<file path="config.mk">
export PLATFORM = sky130hd
export DESIGN_NAME = utc_date_time_to_epoch_ms
export DESIGN_NICKNAME = d
export VERILOG_FILES = /design/src/hdl/utc_pkg.sv /design/src/hdl/utc_date_time_to_epoch_ms.sv /design/src/hdl/utc_front.sv /design/src/hdl/utc_step.sv /design/src/hdl/utc_conv.sv
export VERILOG_INCLUDE_DIRS = /design/src /design/src/hdl
export SDC_FILE = /design/constraint.sdc
export NUM_CORES = 2
export LEC_CHECK = 0
export ABC_AREA = 0
export CAP_MARGIN = 20
export CORE_MARGIN = 1
export CORE_UTILIZATION = 55
export DETAILED_ROUTE_END_ITERATION = 7
export DONT_BUFFER_PORTS = 1
export GPL_ROUTABILITY_DRIVEN = 0
export PLACE_DENSITY = 0.7
export SLEW_MARGIN = 10
export SYNTH_ARGS = -nofsm -noshare
export SYNTH_HDL_FRONTEND = slang
export SYNTH_SLANG_ARGS = --single-unit
export TNS_END_PERCENT = 5
</file>
<file path="constraint.sdc">
create_clock -name i_clk -period 5.3 [get_ports i_clk]
set_clock_uncertainty 0.05 [all_clocks]
set_input_delay 0.53 -clock i_clk [delete_from_list [all_inputs] [get_ports i_clk]]
set_output_delay 0.53 -clock i_clk [all_outputs]
set_load 0.005 [all_outputs]
</file>
<file path="src/hdl/utc_date_time_to_epoch_ms_macros.svh">
// ----------------------------------------------------------------------------
// assertion macros for the utc date/time to epoch ms block
// ----------------------------------------------------------------------------
`ifndef UTC_DATE_TIME_TO_EPOCH_MS_MACROS_SVH
`define UTC_DATE_TIME_TO_EPOCH_MS_MACROS_SVH

// antecedent implies consequent on the same edge
`define UTC_ASSERT_IMP(lbl, clk, rst_n, a, c, msg) \
    lbl: assert property (@(posedge clk) disable iff (!rst_n) (a) |-> (c)) \
        else $error(msg);

// antecedent implies consequent a fixed number of edges later
`define UTC_ASSERT_DLY(lbl, clk, rst_n, a, n, c, msg) \
    lbl: assert property (@(posedge clk) disable iff (!rst_n) (a) |-> ##n (c)) \
        else $error(msg);

`endif

</file>
<file path="src/hdl/utc_pkg.sv">
// ----------------------------------------------------------------------------
// utc_pkg
// shared types, constants and calendar tables for the epoch ms converter
// ----------------------------------------------------------------------------
package utc_pkg;

    // pipeline shape
    localparam int C_STEPS   = 5;
    localparam int C_LATENCY = 15;

    // month numbers
    localparam logic [3:0] C_JAN = 4'd1;
    localparam logic [3:0] C_FEB = 4'd2;
    localparam logic [3:0] C_APR = 4'd4;
    localparam logic [3:0] C_JUN = 4'd6;
    localparam logic [3:0] C_SEP = 4'd9;
    localparam logic [3:0] C_NOV = 4'd11;
    localparam logic [3:0] C_DEC = 4'd12;

    localparam logic [5:0]        C_LAST_MINUTE = 6'd59;
    localparam logic [4:0]        C_LAST_HOUR   = 5'd23;
    localparam logic signed [19:0] C_MS_PER_MIN = 20'sd60000;
    localparam logic [9:0]        C_MS_PER_SEC  = 10'd1000;
    localparam logic [14:0]       C_EPOCH_YEAR  = 15'd1970;

    // divisibility by 25 through the inverse of 25 modulo 2^14
    localparam logic [12:0] C_INV25     = 13'd7209;
    localparam logic [13:0] C_INV25_LIM = 14'd655;

    // reciprocals: floor(x/1000) for x < 2^16, floor(x/400) for x < 2^15
    localparam logic [16:0] C_RECIP_1000 = 17'd67109;
    localparam logic [15:0] C_RECIP_400  = 16'd41944;

    localparam logic [8:0]  C_YEARS_PER_ERA = 9'd400;
    localparam logic [17:0] C_DAYS_PER_ERA  = 18'd146097;
    localparam logic [19:0] C_EPOCH_DAY_OFS = 20'd719468;
    localparam logic [8:0]  C_DAYS_PER_YEAR = 9'd365;
    localparam logic [16:0] C_SEC_PER_DAY   = 17'd86400;
    localparam logic [11:0] C_SEC_PER_HOUR  = 12'd3600;
    localparam logic [5:0]  C_SEC_PER_MIN   = 6'd60;

    typedef struct packed {
        logic [14:0]        year;
        logic [3:0]         month;
        logic [4:0]         day;
        logic [4:0]         hour;
        logic [5:0]         minute;
        logic signed [19:0] total;
        logic               leap;
        logic               under;
        logic               bad_month;
        logic [16:0]        millis_raw;
    } t_item;

    function automatic logic [4:0] f_mdays(input logic leap, input logic [3:0] month);
        logic [4:0] len;
        case (month) inside
            C_FEB:                      len = leap ? 5'd29 : 5'd28;
            C_APR, C_JUN, C_SEP, C_NOV: len = 5'd30;
            default:                    len = 5'd31;
        endcase
        return len;
    endfunction

    // day offset of a march-based month, (153*mp+2)/5
    function automatic logic [8:0] f_doy_base(input logic [3:0] mp);
        logic [8:0] base;
        case (mp)
            4'd0:    base = 9'd0;
            4'd1:    base = 9'd31;
            4'd2:    base = 9'd61;
            4'd3:    base = 9'd92;
            4'd4:    base = 9'd122;
            4'd5:    base = 9'd153;
            4'd6:    base = 9'd184;
            4'd7:    base = 9'd214;
            4'd8:    base = 9'd245;
            4'd9:    base = 9'd275;
            4'd10:   base = 9'd306;
            4'd11:   base = 9'd337;
            default: base = 9'd0;
        endcase
        return base;
    endfunction

endpackage

</file>
<file path="src/hdl/utc_date_time_to_epoch_ms.sv">
// ----------------------------------------------------------------------------
// utc_date_time_to_epoch_ms
// utc calendar date and time with signed ms offset to unix epoch ms
// ----------------------------------------------------------------------------
// A conversion starts at any clock edge where start is high and busy is low;
// busy is high only while reset is held, so a new conversion may start every
// cycle. Each result appears after its start transfer, for one cycle with
// o_done high, and cannot be held off by the receiver. The pipeline has one
// input stage, five single-minute carry stages and nine stages of day and
// millisecond arithmetic. o_valid_res low means the date was rejected and
// o_epoch_ms is zero.
`include "utc_date_time_to_epoch_ms_macros.svh"

module utc_date_time_to_epoch_ms (
    input  logic               i_clk,
    input  logic               i_rst_n,
    input  logic               start,
    output logic               busy,
    input  logic [13:0]        i_year,
    input  logic [3:0]         i_month,
    input  logic [4:0]         i_day,
    input  logic [4:0]         i_hour,
    input  logic [5:0]         i_minute,
    input  logic [7:0]         i_second,
    input  logic signed [16:0] i_millis,
    output logic [47:0]        o_epoch_ms,
    output logic signed [16:0] o_frac_ms,
    output logic               o_valid_res,
    output logic               o_done
);
    import utc_pkg::*;

    logic           w_accept;
    logic [C_STEPS:0] w_stage_valid;
    t_item          w_stage_item [0:C_STEPS];
    logic           w_res_ok;
    logic           w_res_bad;
    logic           w_ms_ok;

    assign busy     = !i_rst_n;
    assign w_accept = start && !busy;

    utc_front u_front (
        .i_clk    (i_clk),
        .i_rst_n  (i_rst_n),
        .i_valid  (w_accept),
        .i_year   (i_year),
        .i_month  (i_month),
        .i_day    (i_day),
        .i_hour   (i_hour),
        .i_minute (i_minute),
        .i_second (i_second),
        .i_millis (i_millis),
        .o_valid  (w_stage_valid[0]),
        .o_item   (w_stage_item[0])
    );

    // up to five minute carries or two borrows bring the total into range
    for (genvar g = 0; g < C_STEPS; g++) begin : g_step
        utc_step u_step (
            .i_clk   (i_clk),
            .i_rst_n (i_rst_n),
            .i_valid (w_stage_valid[g]),
            .i_item  (w_stage_item[g]),
            .o_valid (w_stage_valid[g+1]),
            .o_item  (w_stage_item[g+1])
        );
    end

    utc_conv u_conv (
        .i_clk       (i_clk),
        .i_rst_n     (i_rst_n),
        .i_valid     (w_stage_valid[C_STEPS]),
        .i_item      (w_stage_item[C_STEPS]),
        .o_done      (o_done),
        .o_epoch_ms  (o_epoch_ms),
        .o_frac_ms   (o_frac_ms),
        .o_valid_res (o_valid_res)
    );

    assign w_res_ok  = o_done && o_valid_res;
    assign w_res_bad = o_done && !o_valid_res;
    assign w_ms_ok   = !o_frac_ms[16] && (o_frac_ms < 17'sd1000);

    `UTC_ASSERT_DLY(a_start_gives_done, i_clk, i_rst_n, w_accept, C_LATENCY, o_done, "no result")
    `UTC_ASSERT_IMP(a_done_start, i_clk, i_rst_n, o_done, $past(w_accept, C_LATENCY), "no start")
    `UTC_ASSERT_IMP(a_reject_is_zero, i_clk, i_rst_n, w_res_bad, o_epoch_ms == '0, "nonzero")
    `UTC_ASSERT_IMP(a_ms_in_range, i_clk, i_rst_n, w_res_ok, w_ms_ok, "ms out of range")

endmodule

</file>
<file path="src/hdl/utc_front.sv">
// ----------------------------------------------------------------------------
// utc_front
// input stage: folds seconds into a signed ms total, flags leap year and
// invalid month
// ----------------------------------------------------------------------------
module utc_front (
    input  logic               i_clk,
    input  logic               i_rst_n,
    input  logic               i_valid,
    input  logic [13:0]        i_year,
    input  logic [3:0]         i_month,
    input  logic [4:0]         i_day,
    input  logic [4:0]         i_hour,
    input  logic [5:0]         i_minute,
    input  logic [7:0]         i_second,
    input  logic signed [16:0] i_millis,
    output logic               o_valid,
    output utc_pkg::t_item     o_item
);
    import utc_pkg::*;

    logic [17:0] n_sec_ms;
    logic [26:0] n_year_prod;
    logic        n_div25;
    t_item       n_item;
    logic        r_valid;
    t_item       r_item;

    always_comb begin
        n_sec_ms    = 18'(i_second) * 18'(C_MS_PER_SEC);
        n_year_prod = 27'(i_year) * 27'(C_INV25);
        n_div25     = n_year_prod[13:0] <= C_INV25_LIM;

        n_item            = '0;
        n_item.year       = 15'(i_year);
        n_item.month      = i_month;
        n_item.day        = i_day;
        n_item.hour       = i_hour;
        n_item.minute     = i_minute;
        n_item.total      = $signed({2'b00, n_sec_ms}) + 20'(i_millis);
        // gregorian rule from divisibility by 4, 16 and 25
        n_item.leap       = ((i_year[1:0] == 2'd0) && !n_div25) ||
                            ((i_year[3:0] == 4'd0) && n_div25);
        n_item.under      = 1'b0;
        n_item.bad_month  = (i_month == 4'd0) || (i_month > C_DEC);
        n_item.millis_raw = i_millis;
    end

    always_ff @(posedge i_clk) begin
        if (!i_rst_n) begin
            r_valid <= 1'b0;
        end else begin
            r_valid <= i_valid;
        end
    end

    always_ff @(posedge i_clk) begin
        r_item <= n_item;
    end

    assign o_valid = r_valid;
    assign o_item  = r_item;

endmodule

</file>
<file path="src/hdl/utc_step.sv">
// ----------------------------------------------------------------------------
// utc_step
// one minute carry step: moves the ms total one minute toward 0..59999 and
// ripples the carry or borrow through minute, hour, day, month and year
// ----------------------------------------------------------------------------
module utc_step (
    input  logic           i_clk,
    input  logic           i_rst_n,
    input  logic           i_valid,
    input  utc_pkg::t_item i_item,
    output logic           o_valid,
    output utc_pkg::t_item o_item
);
    import utc_pkg::*;

    t_item n_item;
    logic  r_valid;
    t_item r_item;

    always_comb begin
        n_item = i_item;
        if (!i_item.bad_month && (i_item.total < 20'sd0)) begin
            n_item.total = i_item.total + C_MS_PER_MIN;
            if (i_item.minute != 6'd0) begin
                n_item.minute = i_item.minute - 6'd1;
            end else begin
                n_item.minute = C_LAST_MINUTE;
                if (i_item.hour != 5'd0) begin
                    n_item.hour = i_item.hour - 5'd1;
                end else begin
                    n_item.hour = C_LAST_HOUR;
                    if (i_item.day > 5'd1) begin
                        n_item.day = i_item.day - 5'd1;
                    end else begin
                        if (i_item.month > C_JAN) begin
                            n_item.month = i_item.month - 4'd1;
                        end else begin
                            n_item.month = C_DEC;
                            // borrow below year 0 sticks as underflow
                            if (i_item.year == 15'd0) begin
                                n_item.under = 1'b1;
                            end else begin
                                n_item.year = i_item.year - 15'd1;
                            end
                        end
                        n_item.day = f_mdays(i_item.leap, n_item.month);
                    end
                end
            end
        end else if (!i_item.bad_month && (i_item.total >= C_MS_PER_MIN)) begin
            n_item.total = i_item.total - C_MS_PER_MIN;
            if (i_item.minute < C_LAST_MINUTE) begin
                n_item.minute = i_item.minute + 6'd1;
            end else begin
                n_item.minute = 6'd0;
                if (i_item.hour < C_LAST_HOUR) begin
                    n_item.hour = i_item.hour + 5'd1;
                end else begin
                    n_item.hour = 5'd0;
                    if (i_item.day < f_mdays(i_item.leap, i_item.month)) begin
                        n_item.day = i_item.day + 5'd1;
                    end else begin
                        n_item.day = 5'd1;
                        if (i_item.month < C_DEC) begin
                            n_item.month = i_item.month + 4'd1;
                        end else begin
                            n_item.month = C_JAN;
                            n_item.year  = i_item.year + 15'd1;
                        end
                    end
                end
            end
        end
    end

    always_ff @(posedge i_clk) begin
        if (!i_rst_n) begin
            r_valid <= 1'b0;
        end else begin
            r_valid <= i_valid;
        end
    end

    always_ff @(posedge i_clk) begin
        r_item <= n_item;
    end

    assign o_valid = r_valid;
    assign o_item  = r_item;

endmodule

</file>
<file path="src/hdl/utc_conv.sv">
// ----------------------------------------------------------------------------
// utc_conv
// nine stage back end: splits the ms total, turns the normalized date into
// days since the epoch and builds the saturated ms count
// ----------------------------------------------------------------------------
module utc_conv (
    input  logic               i_clk,
    input  logic               i_rst_n,
    input  logic               i_valid,
    input  utc_pkg::t_item     i_item,
    output logic               o_done,
    output logic [47:0]        o_epoch_ms,
    output logic signed [16:0] o_frac_ms,
    output logic               o_valid_res
);
    import utc_pkg::*;

    // stage valid bits
    logic [8:0] r_vld;

    // stage 1
    logic [15:0] n1_t;
    logic [32:0] n1_qprod;
    logic [3:0]  n1_mp;
    logic        n1_ok;
    logic [15:0] r1_t;
    logic [5:0]  r1_q;
    logic [14:0] r1_yy;
    logic [8:0]  r1_doy;
    logic [4:0]  r1_hour;
    logic [5:0]  r1_minute;
    logic        r1_ok;
    logic        r1_bad;
    logic [16:0] r1_raw;

    // stage 2
    logic [30:0] n2_eprod;
    logic [15:0] n2_ms;
    logic [6:0]  r2_era;
    logic [9:0]  r2_ms;
    logic [5:0]  r2_q;
    logic [14:0] r2_yy;
    logic [8:0]  r2_doy;
    logic [4:0]  r2_hour;
    logic [5:0]  r2_minute;
    logic        r2_ok;
    logic        r2_bad;
    logic [16:0] r2_raw;

    // stage 3
    logic [14:0] n3_yoe;
    logic [8:0]  r3_yoe;
    logic [23:0] r3_eraday;
    logic [16:0] r3_hms;
    logic [8:0]  r3_doy;
    logic [9:0]  r3_ms;
    logic        r3_ok;
    logic        r3_bad;
    logic [16:0] r3_raw;

    // stage 4
    logic [1:0]  n4_cent;
    logic [17:0] r4_doe;
    logic [23:0] r4_eraday;
    logic [16:0] r4_hms;
    logic [9:0]  r4_ms;
    logic        r4_ok;
    logic        r4_bad;
    logic [16:0] r4_raw;

    // stage 5
    logic [24:0] n5_days;
    logic [22:0] r5_days;
    logic [16:0] r5_hms;
    logic [9:0]  r5_ms;
    logic        r5_ok;
    logic        r5_bad;
    logic [16:0] r5_raw;

    // stage 6
    logic [39:0] r6_dsec;
    logic [16:0] r6_hms;
    logic [9:0]  r6_ms;
    logic        r6_ok;
    logic        r6_bad;
    logic [16:0] r6_raw;

    // stage 7
    logic [39:0] r7_secs;
    logic [9:0]  r7_ms;
    logic        r7_ok;
    logic        r7_bad;
    logic [16:0] r7_raw;

    // stage 8
    logic [49:0] n8_secs;
    logic [49:0] r8_prod;
    logic [9:0]  r8_ms;
    logic        r8_ok;
    logic        r8_bad;
    logic [16:0] r8_raw;

    // stage 9 (output)
    logic [50:0] n9_res;
    logic [47:0] n9_epoch;
    logic [47:0] r9_epoch;
    logic [16:0] r9_norm;
    logic        r9_ok;

    always_ff @(posedge i_clk) begin
        if (!i_rst_n) begin
            r_vld <= '0;
        end else begin
            r_vld <= {r_vld[7:0], i_valid};
        end
    end

    // stage 1: seconds from the ms total, march-based year and day of year
    always_comb begin
        n1_t     = i_item.total[15:0];
        n1_qprod = 33'(n1_t) * 33'(C_RECIP_1000);
        n1_mp    = (i_item.month > C_FEB) ? i_item.month - 4'd3 : i_item.month + 4'd9;
        n1_ok    = !i_item.bad_month && !i_item.under &&
                   (i_item.year >= C_EPOCH_YEAR) && (i_item.day != 5'd0);
    end

    always_ff @(posedge i_clk) begin
        r1_t      <= n1_t;
        r1_q      <= n1_qprod[31:26];
        r1_yy     <= i_item.year - 15'(i_item.month <= C_FEB);
        r1_doy    <= f_doy_base(n1_mp) + 9'(i_item.day) - 9'd1;
        r1_hour   <= i_item.hour;
        r1_minute <= i_item.minute;
        r1_ok     <= n1_ok;
        r1_bad    <= i_item.bad_month;
        r1_raw    <= i_item.millis_raw;
    end

    // stage 2: era and leftover ms
    always_comb begin
        n2_eprod = 31'(r1_yy) * 31'(C_RECIP_400);
        n2_ms    = r1_t - 16'(r1_q) * 16'(C_MS_PER_SEC);
    end

    always_ff @(posedge i_clk) begin
        r2_era    <= n2_eprod[30:24];
        r2_ms     <= n2_ms[9:0];
        r2_q      <= r1_q;
        r2_yy     <= r1_yy;
        r2_doy    <= r1_doy;
        r2_hour   <= r1_hour;
        r2_minute <= r1_minute;
        r2_ok     <= r1_ok;
        r2_bad    <= r1_bad;
        r2_raw    <= r1_raw;
    end

    // stage 3: year of era, era days, seconds within the day
    always_comb begin
        n3_yoe = r2_yy - 15'(r2_era) * 15'(C_YEARS_PER_ERA);
    end

    always_ff @(posedge i_clk) begin
        r3_yoe    <= n3_yoe[8:0];
        r3_eraday <= 24'(r2_era) * 24'(C_DAYS_PER_ERA);
        r3_hms    <= 17'(r2_hour) * 17'(C_SEC_PER_HOUR) +
                     17'(r2_minute) * 17'(C_SEC_PER_MIN) + 17'(r2_q);
        r3_doy    <= r2_doy;
        r3_ms     <= r2_ms;
        r3_ok     <= r2_ok;
        r3_bad    <= r2_bad;
        r3_raw    <= r2_raw;
    end

    // stage 4: day of era
    always_comb begin
        if (r3_yoe >= 9'd300) begin
            n4_cent = 2'd3;
        end else if (r3_yoe >= 9'd200) begin
            n4_cent = 2'd2;
        end else if (r3_yoe >= 9'd100) begin
            n4_cent = 2'd1;
        end else begin
            n4_cent = 2'd0;
        end
    end

    always_ff @(posedge i_clk) begin
        r4_doe    <= 18'(r3_yoe) * 18'(C_DAYS_PER_YEAR) + 18'(r3_yoe[8:2]) -
                     18'(n4_cent) + 18'(r3_doy);
        r4_eraday <= r3_eraday;
        r4_hms    <= r3_hms;
        r4_ms     <= r3_ms;
        r4_ok     <= r3_ok;
        r4_bad    <= r3_bad;
        r4_raw    <= r3_raw;
    end

    // stage 5: days since the epoch
    always_comb begin
        n5_days = 25'(r4_eraday) + 25'(r4_doe) - 25'(C_EPOCH_DAY_OFS);
    end

    always_ff @(posedge i_clk) begin
        r5_days <= n5_days[22:0];
        r5_hms  <= r4_hms;
        r5_ms   <= r4_ms;
        r5_ok   <= r4_ok;
        r5_bad  <= r4_bad;
        r5_raw  <= r4_raw;
    end

    // stage 6: day seconds
    always_ff @(posedge i_clk) begin
        r6_dsec <= 40'(r5_days) * 40'(C_SEC_PER_DAY);
        r6_hms  <= r5_hms;
        r6_ms   <= r5_ms;
        r6_ok   <= r5_ok;
        r6_bad  <= r5_bad;
        r6_raw  <= r5_raw;
    end

    // stage 7: total seconds
    always_ff @(posedge i_clk) begin
        r7_secs <= r6_dsec + 40'(r6_hms);
        r7_ms   <= r6_ms;
        r7_ok   <= r6_ok;
        r7_bad  <= r6_bad;
        r7_raw  <= r6_raw;
    end

    // stage 8: seconds times 1000 as 1024 - 16 - 8
    always_comb begin
        n8_secs = 50'(r7_secs);
    end

    always_ff @(posedge i_clk) begin
        r8_prod <= (n8_secs << 10) - (n8_secs << 4) - (n8_secs << 3);
        r8_ms   <= r7_ms;
        r8_ok   <= r7_ok;
        r8_bad  <= r7_bad;
        r8_raw  <= r7_raw;
    end

    // stage 9: add ms, saturate, force zero on a rejected date
    always_comb begin
        n9_res = 51'(r8_prod) + 51'(r8_ms);
        if (!r8_ok) begin
            n9_epoch = '0;
        end else if (n9_res[50:48] != 3'd0) begin
            n9_epoch = '1;
        end else begin
            n9_epoch = n9_res[47:0];
        end
    end

    always_ff @(posedge i_clk) begin
        r9_epoch <= n9_epoch;
        r9_norm  <= r8_bad ? r8_raw : 17'(r8_ms);
        r9_ok    <= r8_ok;
    end

    assign o_done      = r_vld[8];
    assign o_epoch_ms  = r9_epoch;
    assign o_frac_ms   = r9_norm;
    assign o_valid_res = r9_ok;

endmodule

</file>
Word level (Yosys, flattened, before mapping)
Memories as Yosys holds them, arrays and structs flattened.
Cells that the tools add are included.
{"block": "op_classes", "addsub": 79, "multipliers": 11, "order_cmp": 48, "eq_ne": 50, "muxes": 191, "n_bitwise": 1, "reduce_logical": 58}
{"cell": "2-to-1 mux 55 bit", "count": 10}
{"cell": "2-to-1 mux 29 bit", "count": 10}
{"cell": "2-to-1 mux 5 bit", "count": 50}
{"cell": "2-to-1 mux 24 bit", "count": 10}
{"cell": "2-to-1 mux 15 bit", "count": 15}
{"cell": "2-to-1 mux 19 bit", "count": 10}
{"cell": "2-to-1 mux 4 bit", "count": 31}
{"cell": "adder 20 x 17 -> 20 bit, second input constant", "count": 5}
{"cell": ">= comparator 20 x 17 -> 1 bit, second input constant", "count": 5}
{"cell": "less-than comparator 20 x 1 -> 1 bit, second input constant", "count": 5}
{"cell": "subtractor 20 x 17 -> 20 bit, second input constant", "count": 5}
{"cell": "equality test 4 x 3 -> 1 bit, second input constant", "count": 20}
{"cell": "equality test 4 bit, second input constant", "count": 20}
{"cell": "logical NOT 15 bit", "count": 5}
{"cell": "adder 15 x 1 -> 15 bit, second input constant", "count": 4}
{"cell": "2-to-1 mux 6 bit", "count": 10}
{"cell": "subtractor 15 x 1 -> 15 bit, second input constant", "count": 4}
{"cell": "adder 50 x 10 -> 51 bit", "count": 1}
{"cell": "adder 5 x 1 -> 5 bit, second input constant", "count": 10}
{"cell": "subtractor 5 x 1 -> 5 bit, second input constant", "count": 10}
{"cell": "subtractor 50 x 43 -> 50 bit", "count": 1}
{"cell": "subtractor 50 x 44 -> 50 bit", "count": 1}
{"cell": "2-to-1 mux 48 bit", "count": 1}
{"cell": "2-to-1 mux 1 bit", "count": 41}
{"cell": "61 further kinds", "count": 154}
{"block": "word_totals", "ff_bits": 1135, "mem_bits_ro": 144, "in_bits": 62, "output_inout_bits": 68, "n_memories": 1}
{"memory": "(name not given)", "words": 16, "word_bits": 9, "rd": 1, "rd_clocked_by_memory_dff": 0, "wr": 0, "line": "utc_pkg.sv:68", "source": "case (mp)"}

Logic depth before layout (Yosys ltp)
{"block": "logic_depth", "depth_word": 14, "ltp_mapped": 27}

Cells and area by module
A second synthesis with hierarchy kept.
{"block": "hier_totals", "hier_cells": 6571, "hier_area_um2": 64393.0}
{"mod": "utc_conv", "instances": 1, "cells_per_inst": 3695, "area_per_inst_um2": 38959.9}
{"mod": "utc_step (g_step[0].u_step ...)", "instances": 3, "cells_per_inst": 472, "area_per_inst_um2": 4050.1}
{"mod": "utc_front", "instances": 1, "cells_per_inst": 466, "area_per_inst_um2": 4800.9}
{"mod": "utc_step (g_step[3].u_step)", "instances": 1, "cells_per_inst": 515, "area_per_inst_um2": 4339.2}
{"mod": "utc_step (g_step[4].u_step)", "instances": 1, "cells_per_inst": 477, "area_per_inst_um2": 4132.7}
{"mod": "utc_date_time_to_epoch_ms", "instances": 1, "cells_per_inst": 2, "area_per_inst_um2": 10.0}

Worst setup path before layout
OpenSTA, ideal clock, no wires.
{"block": "synth_path", "path_kind": "flip-flop to flip-flop", "start": "register u_conv.r3_yoe[4]", "end": "register u_conv.r4_doe[16]", "setup_ps": 79, "t_arrival_ps": 5587, "path_slack_ps": -416, "path_stages_with_launch": 28, "n_path_buf": 0, "path_cell_list": "dfxtp_1 > inv_1 > ha_1 > a21oi_1 > nor2b_1 > o21ai_0 > o311ai_0 > or2_2 > inv_1 > ha_1 > inv_1 > ha_1 > inv_1 > ha_1 > inv_1 > fa_1 > inv_1 > ha_1 > fa_1 > a21o_1 > a21oi_1 > o21bai_1 > a21o_1 > a21oi_1 > o21ai_0 > o41ai_1 > or4b_2 > o211ai_1"}
{"block": "synth_via", "elab_chain_len": 6}
{"item": "from (decl)", "line": "utc_conv.sv:52", "source": "logic [8:0] r3_yoe;"}
{"item": "from (signal assigned)", "line": "utc_conv.sv:164", "source": "r3_yoe <= n3_yoe[8:0];"}
{"item": "branches (longest 4 deep; another with multiplier 9 x 9 -> 18 bit)"}
{"item": "subtractor 18 x 2 -> 18 bit (*)", "line": "utc_conv.sv:189", "source": "r4_doe <= 18'(r3_yoe) * 18'(C_DAYS_PER_YEAR) + 18'(r3_yoe[8:2]) -"}
{"item": "adder 18 x 9 -> 18 bit (*)", "line": "utc_conv.sv:190", "source": "18'(n4_cent) + 18'(r3_doy);"}
{"item": "to (signal assigned)", "line": "utc_conv.sv:189"}
{"item": "to (decl)", "line": "utc_conv.sv:63", "source": "logic [17:0] r4_doe;"}
Mark *: on every way between the ends.
A chain may end at the register's enable or synchronous reset.

Worst setup path after layout
Ends and elaborated chain as after synthesis.

==> flow_summary.json <==
{
  "status": "finished, final reports clean",
  "first_iter_violations": 2006,
  "yosysWarnings": 0,
  "critPathRequiredTime_ns": 5.86,
  "drive_above_1_share_pct": 5.64,
  "timing.final.crit_share_pct": 95.8,
  "layout_common_cells": "dfxtp_1 (1084), inv_1 (892), ha_1 (827), a21oi_1 (385), fa_1 (322)",
  "synth-async-reset-ratio_pct": 0,
  "cts_root_buf": "clkbuf_16",
  "die_x_um": 336,
  "firstDrtPassIters": 6,
  "initial_utilization_pct": 55.5,
  "cts_buffers": 106,
  "num_antenna_cells": 0,
  "min_period_ns": 5.08,
  "fin_nets": 7668,
  "cp_num_buf_inv": 6,
  "maxCapViolations": 0,
  "core_area_um2": 111000,
  "worstPathMaxFanout": 2,
  "overflow": 0,
  "dr_total_vias": 42600,
  "yosysTopAreaCellShare_pct": 35.6,
  "rows": 122,
  "dieArea_um2": 113000,
  "cts_tree": "done",
  "seq_area_frac_synth_pct": 35.6,
  "cpMaxStageDelayCell": "or4b_4",
  "ys.flop_type": "dfxtp_1",
  "cts_buffer_depth": 3,
  "port_buffers": 0,
  "syn-num-nets": 7549,
  "clock-sinks": 1090,
  "cp-end-kind": "flip-flop",
  "route.detailed.drc": 0,
  "hp-class": "in -> reg",
  "final_common_cell": "dfxtp_1",
  "synth_top_cell_by_area": "dfxtp_1",
  "startpoint_type": "flip-flop",
  "synth_edf_count": 0,
  "max_freq_mhz": 197,
  "syn_area_um2": 61400,
  "setup_viol": 0,
  "detail_route.wl_per_cell_um": 14.3,
  "via_per_inst": 5.31,
  "worst-slew-pin-transition_ns": 1.12,
  "clkLatencyLatePin_ns": 0.70,
  "yosys-top-cells-area": "dfxtp_1 (36%), ha_1 (17%), fa_1 (11%), inv_1 (5.5%), xnor2_1 (4.1%)",
  "grt_pass1_wl_um": 195000,
  "ys_types": 88,
  "ios": 130,
  "grt_max_degree": 50,
  "grt_pass1_vias": 42400,
  "critical-path-top-delay-family": "adder cells",
  "avgSynthCellArea_um2": 9.69,
  "hold_ws_ns": 0.0266,
  "slew_violations": 0,
  "ys_seq_elements": 1090,
  "dpl.hpwl_um": 89800,
  "antenna_found_initial": 0,
  "slowest_delay_ns": 0.50,
  "syn2layout_area_growth_pct": 10.6,
  "detail-route-antenna-nets": 0,
  "die_h_um": 336,
  "routed_wl_um": 115000,
  "arrival_ns": 5.63,
  "relSlewSlack_pct": 25.0,
  "synth_cells": 6332,
  "critical_path_class": "reg -> reg",
  "grt.total_usage_pct": 20.3,
  "htree_levels": 3,
  "clk_pin_slew_ns": 0.06,
  "hold_viol_final": 0
}
worst reg2reg max path, cell delays in order (launching register included):
cell,delay [ns]
dfxtp_4,0.34
inv_2,0.03
ha_2,0.16
a21oi_2,0.13
nor2b_1,0.05
o21ai_1,0.17
o311ai_2,0.14
or2_4,0.26
inv_2,0.07
ha_4,0.12
inv_2,0.04
ha_4,0.24
inv_1,0.03
ha_1,0.25
inv_1,0.04
fa_1,0.47
inv_1,0.04
ha_2,0.19
fa_2,0.37
a21o_1,0.20
a21oi_2,0.17
o21bai_1,0.09
a21o_1,0.18
a21oi_2,0.16
o21ai_2,0.08
o41ai_2,0.32
or4b_4,0.50
o211ai_1,0.10
final cells by class:
| type | instances | area, µm² |
|---|---|---|
| well taps | 1488 | 1860 |
| flip-flops and latches | 1090 | 21800 |
| clock buffers | 141 | 2980 |
| clock inverters | 53 | 772 |
| fillers | 9092 | 42800 |
| multi-input cells | 4198 | 35700 |
| repair buffers | 160 | 1350 |
| inverters | 895 | 3360 |
cell usage after synthesis, drive strengths merged (46+ instances only):
cell,n
nand3,125
a21oi,390
o21bai,51
a21o,97
o21a,46
clkbuf,139
ha,832
nor2,315
nor3,143
fa,323
nand2b,57
a31oi,63
xor2,161
inv,895
nand2,288
dfxtp,1090
and3,64
xnor2,284
nand4,63
o21ai,243
nor4,51
what timing repair did:
item                                   CTS  global route
hold buffers                            54             0
gates resized for setup                  3            25
gates cloned                             0             0
pin swaps                                2            19
setup endpoints to repair                1            10
endpoints found under the hold margin   70             0
setup buffers                            0             6
layer usage:
metal | vias up | wire [µm] | track usage, %
li1 | 21700 | - | -
met2 | 758 | 58100 | 37.4
met1 | 19900 | 49800 | 24.4
met5 | - | 0 | 0
met3 | 205 | 3960 | 2.94
met4 | 0 | 2800 | 5.91
kinds of logic after synthesis:
family / share of synthesized area [%]
AND/OR/NAND/NOR: 11.1
AO/OA/AOI/OAI: 12.7
adder cells (fa/ha/maj): 27.5
flip-flops: 35.6
buffers and inverters: 6.42
XOR/XNOR: 6.35
multiplexers: 0.400
worst paths after layout:
check        slack (ns)                  startpoint                         end  depth (start not counted)
max                0.22            u_conv.r3_yoe[4]           u_conv.r4_doe[16]                         27
min                0.03                  i_month[2]          u_front.o_item[17]                          2
max reg2reg        0.22            u_conv.r3_yoe[4]           u_conv.r4_doe[16]                         27
min reg2reg        0.26  g_step[0].u_step.o_item[3]  g_step[1].u_step.o_item[3]                          0
through the flow:
| step | TNS [ns] | utilization (%) | std cells | setup WS (ns) | area [µm²] |
|---|---|---|---|---|---|
| 5_1_grt | -0.0152 | 61.3 | 8025 | -0.00788 | 67900 |
| 2_1_floorplan | -0.0331 | - | 6332 | -0.0186 | 61400 |
| 3_3_place_gp | -0.803 | 57.3 | 7770 | -0.248 | 63400 |
| 6_report | 0 | 61.3 | 8025 | 0.223 | 67900 |
| 3_5_place_dp | -1.23 | 57.3 | 7770 | -0.351 | 63400 |
| 4_1_cts | 0 | 61.2 | 8018 | 0.0612 | 67700 |
state kept, by name, indices dropped and copies added (netlist names), 15 cells and up:
name                  flops
u_front.o_item           70
u_conv.r3_hms            17
u_conv.r6_hms            17
u_conv.r1_yy             15
u_conv.o_frac_ms         17
u_conv.r5_days           23
u_conv.o_epoch_ms        48
u_conv.r4_eraday         23
u_conv.r4_doe            18
u_conv.r4_hms            17
u_conv.r6_dsec           33
u_conv.r3_eraday         23
u_conv.r8_prod           47
g_step.u_step.o_item    355
u_conv.r5_hms            17
u_conv.r7_secs           40
Power is left out: the tool's default activity adds up to more than one toggle a clock period on the data nets, which glitch-free logic cannot reach.
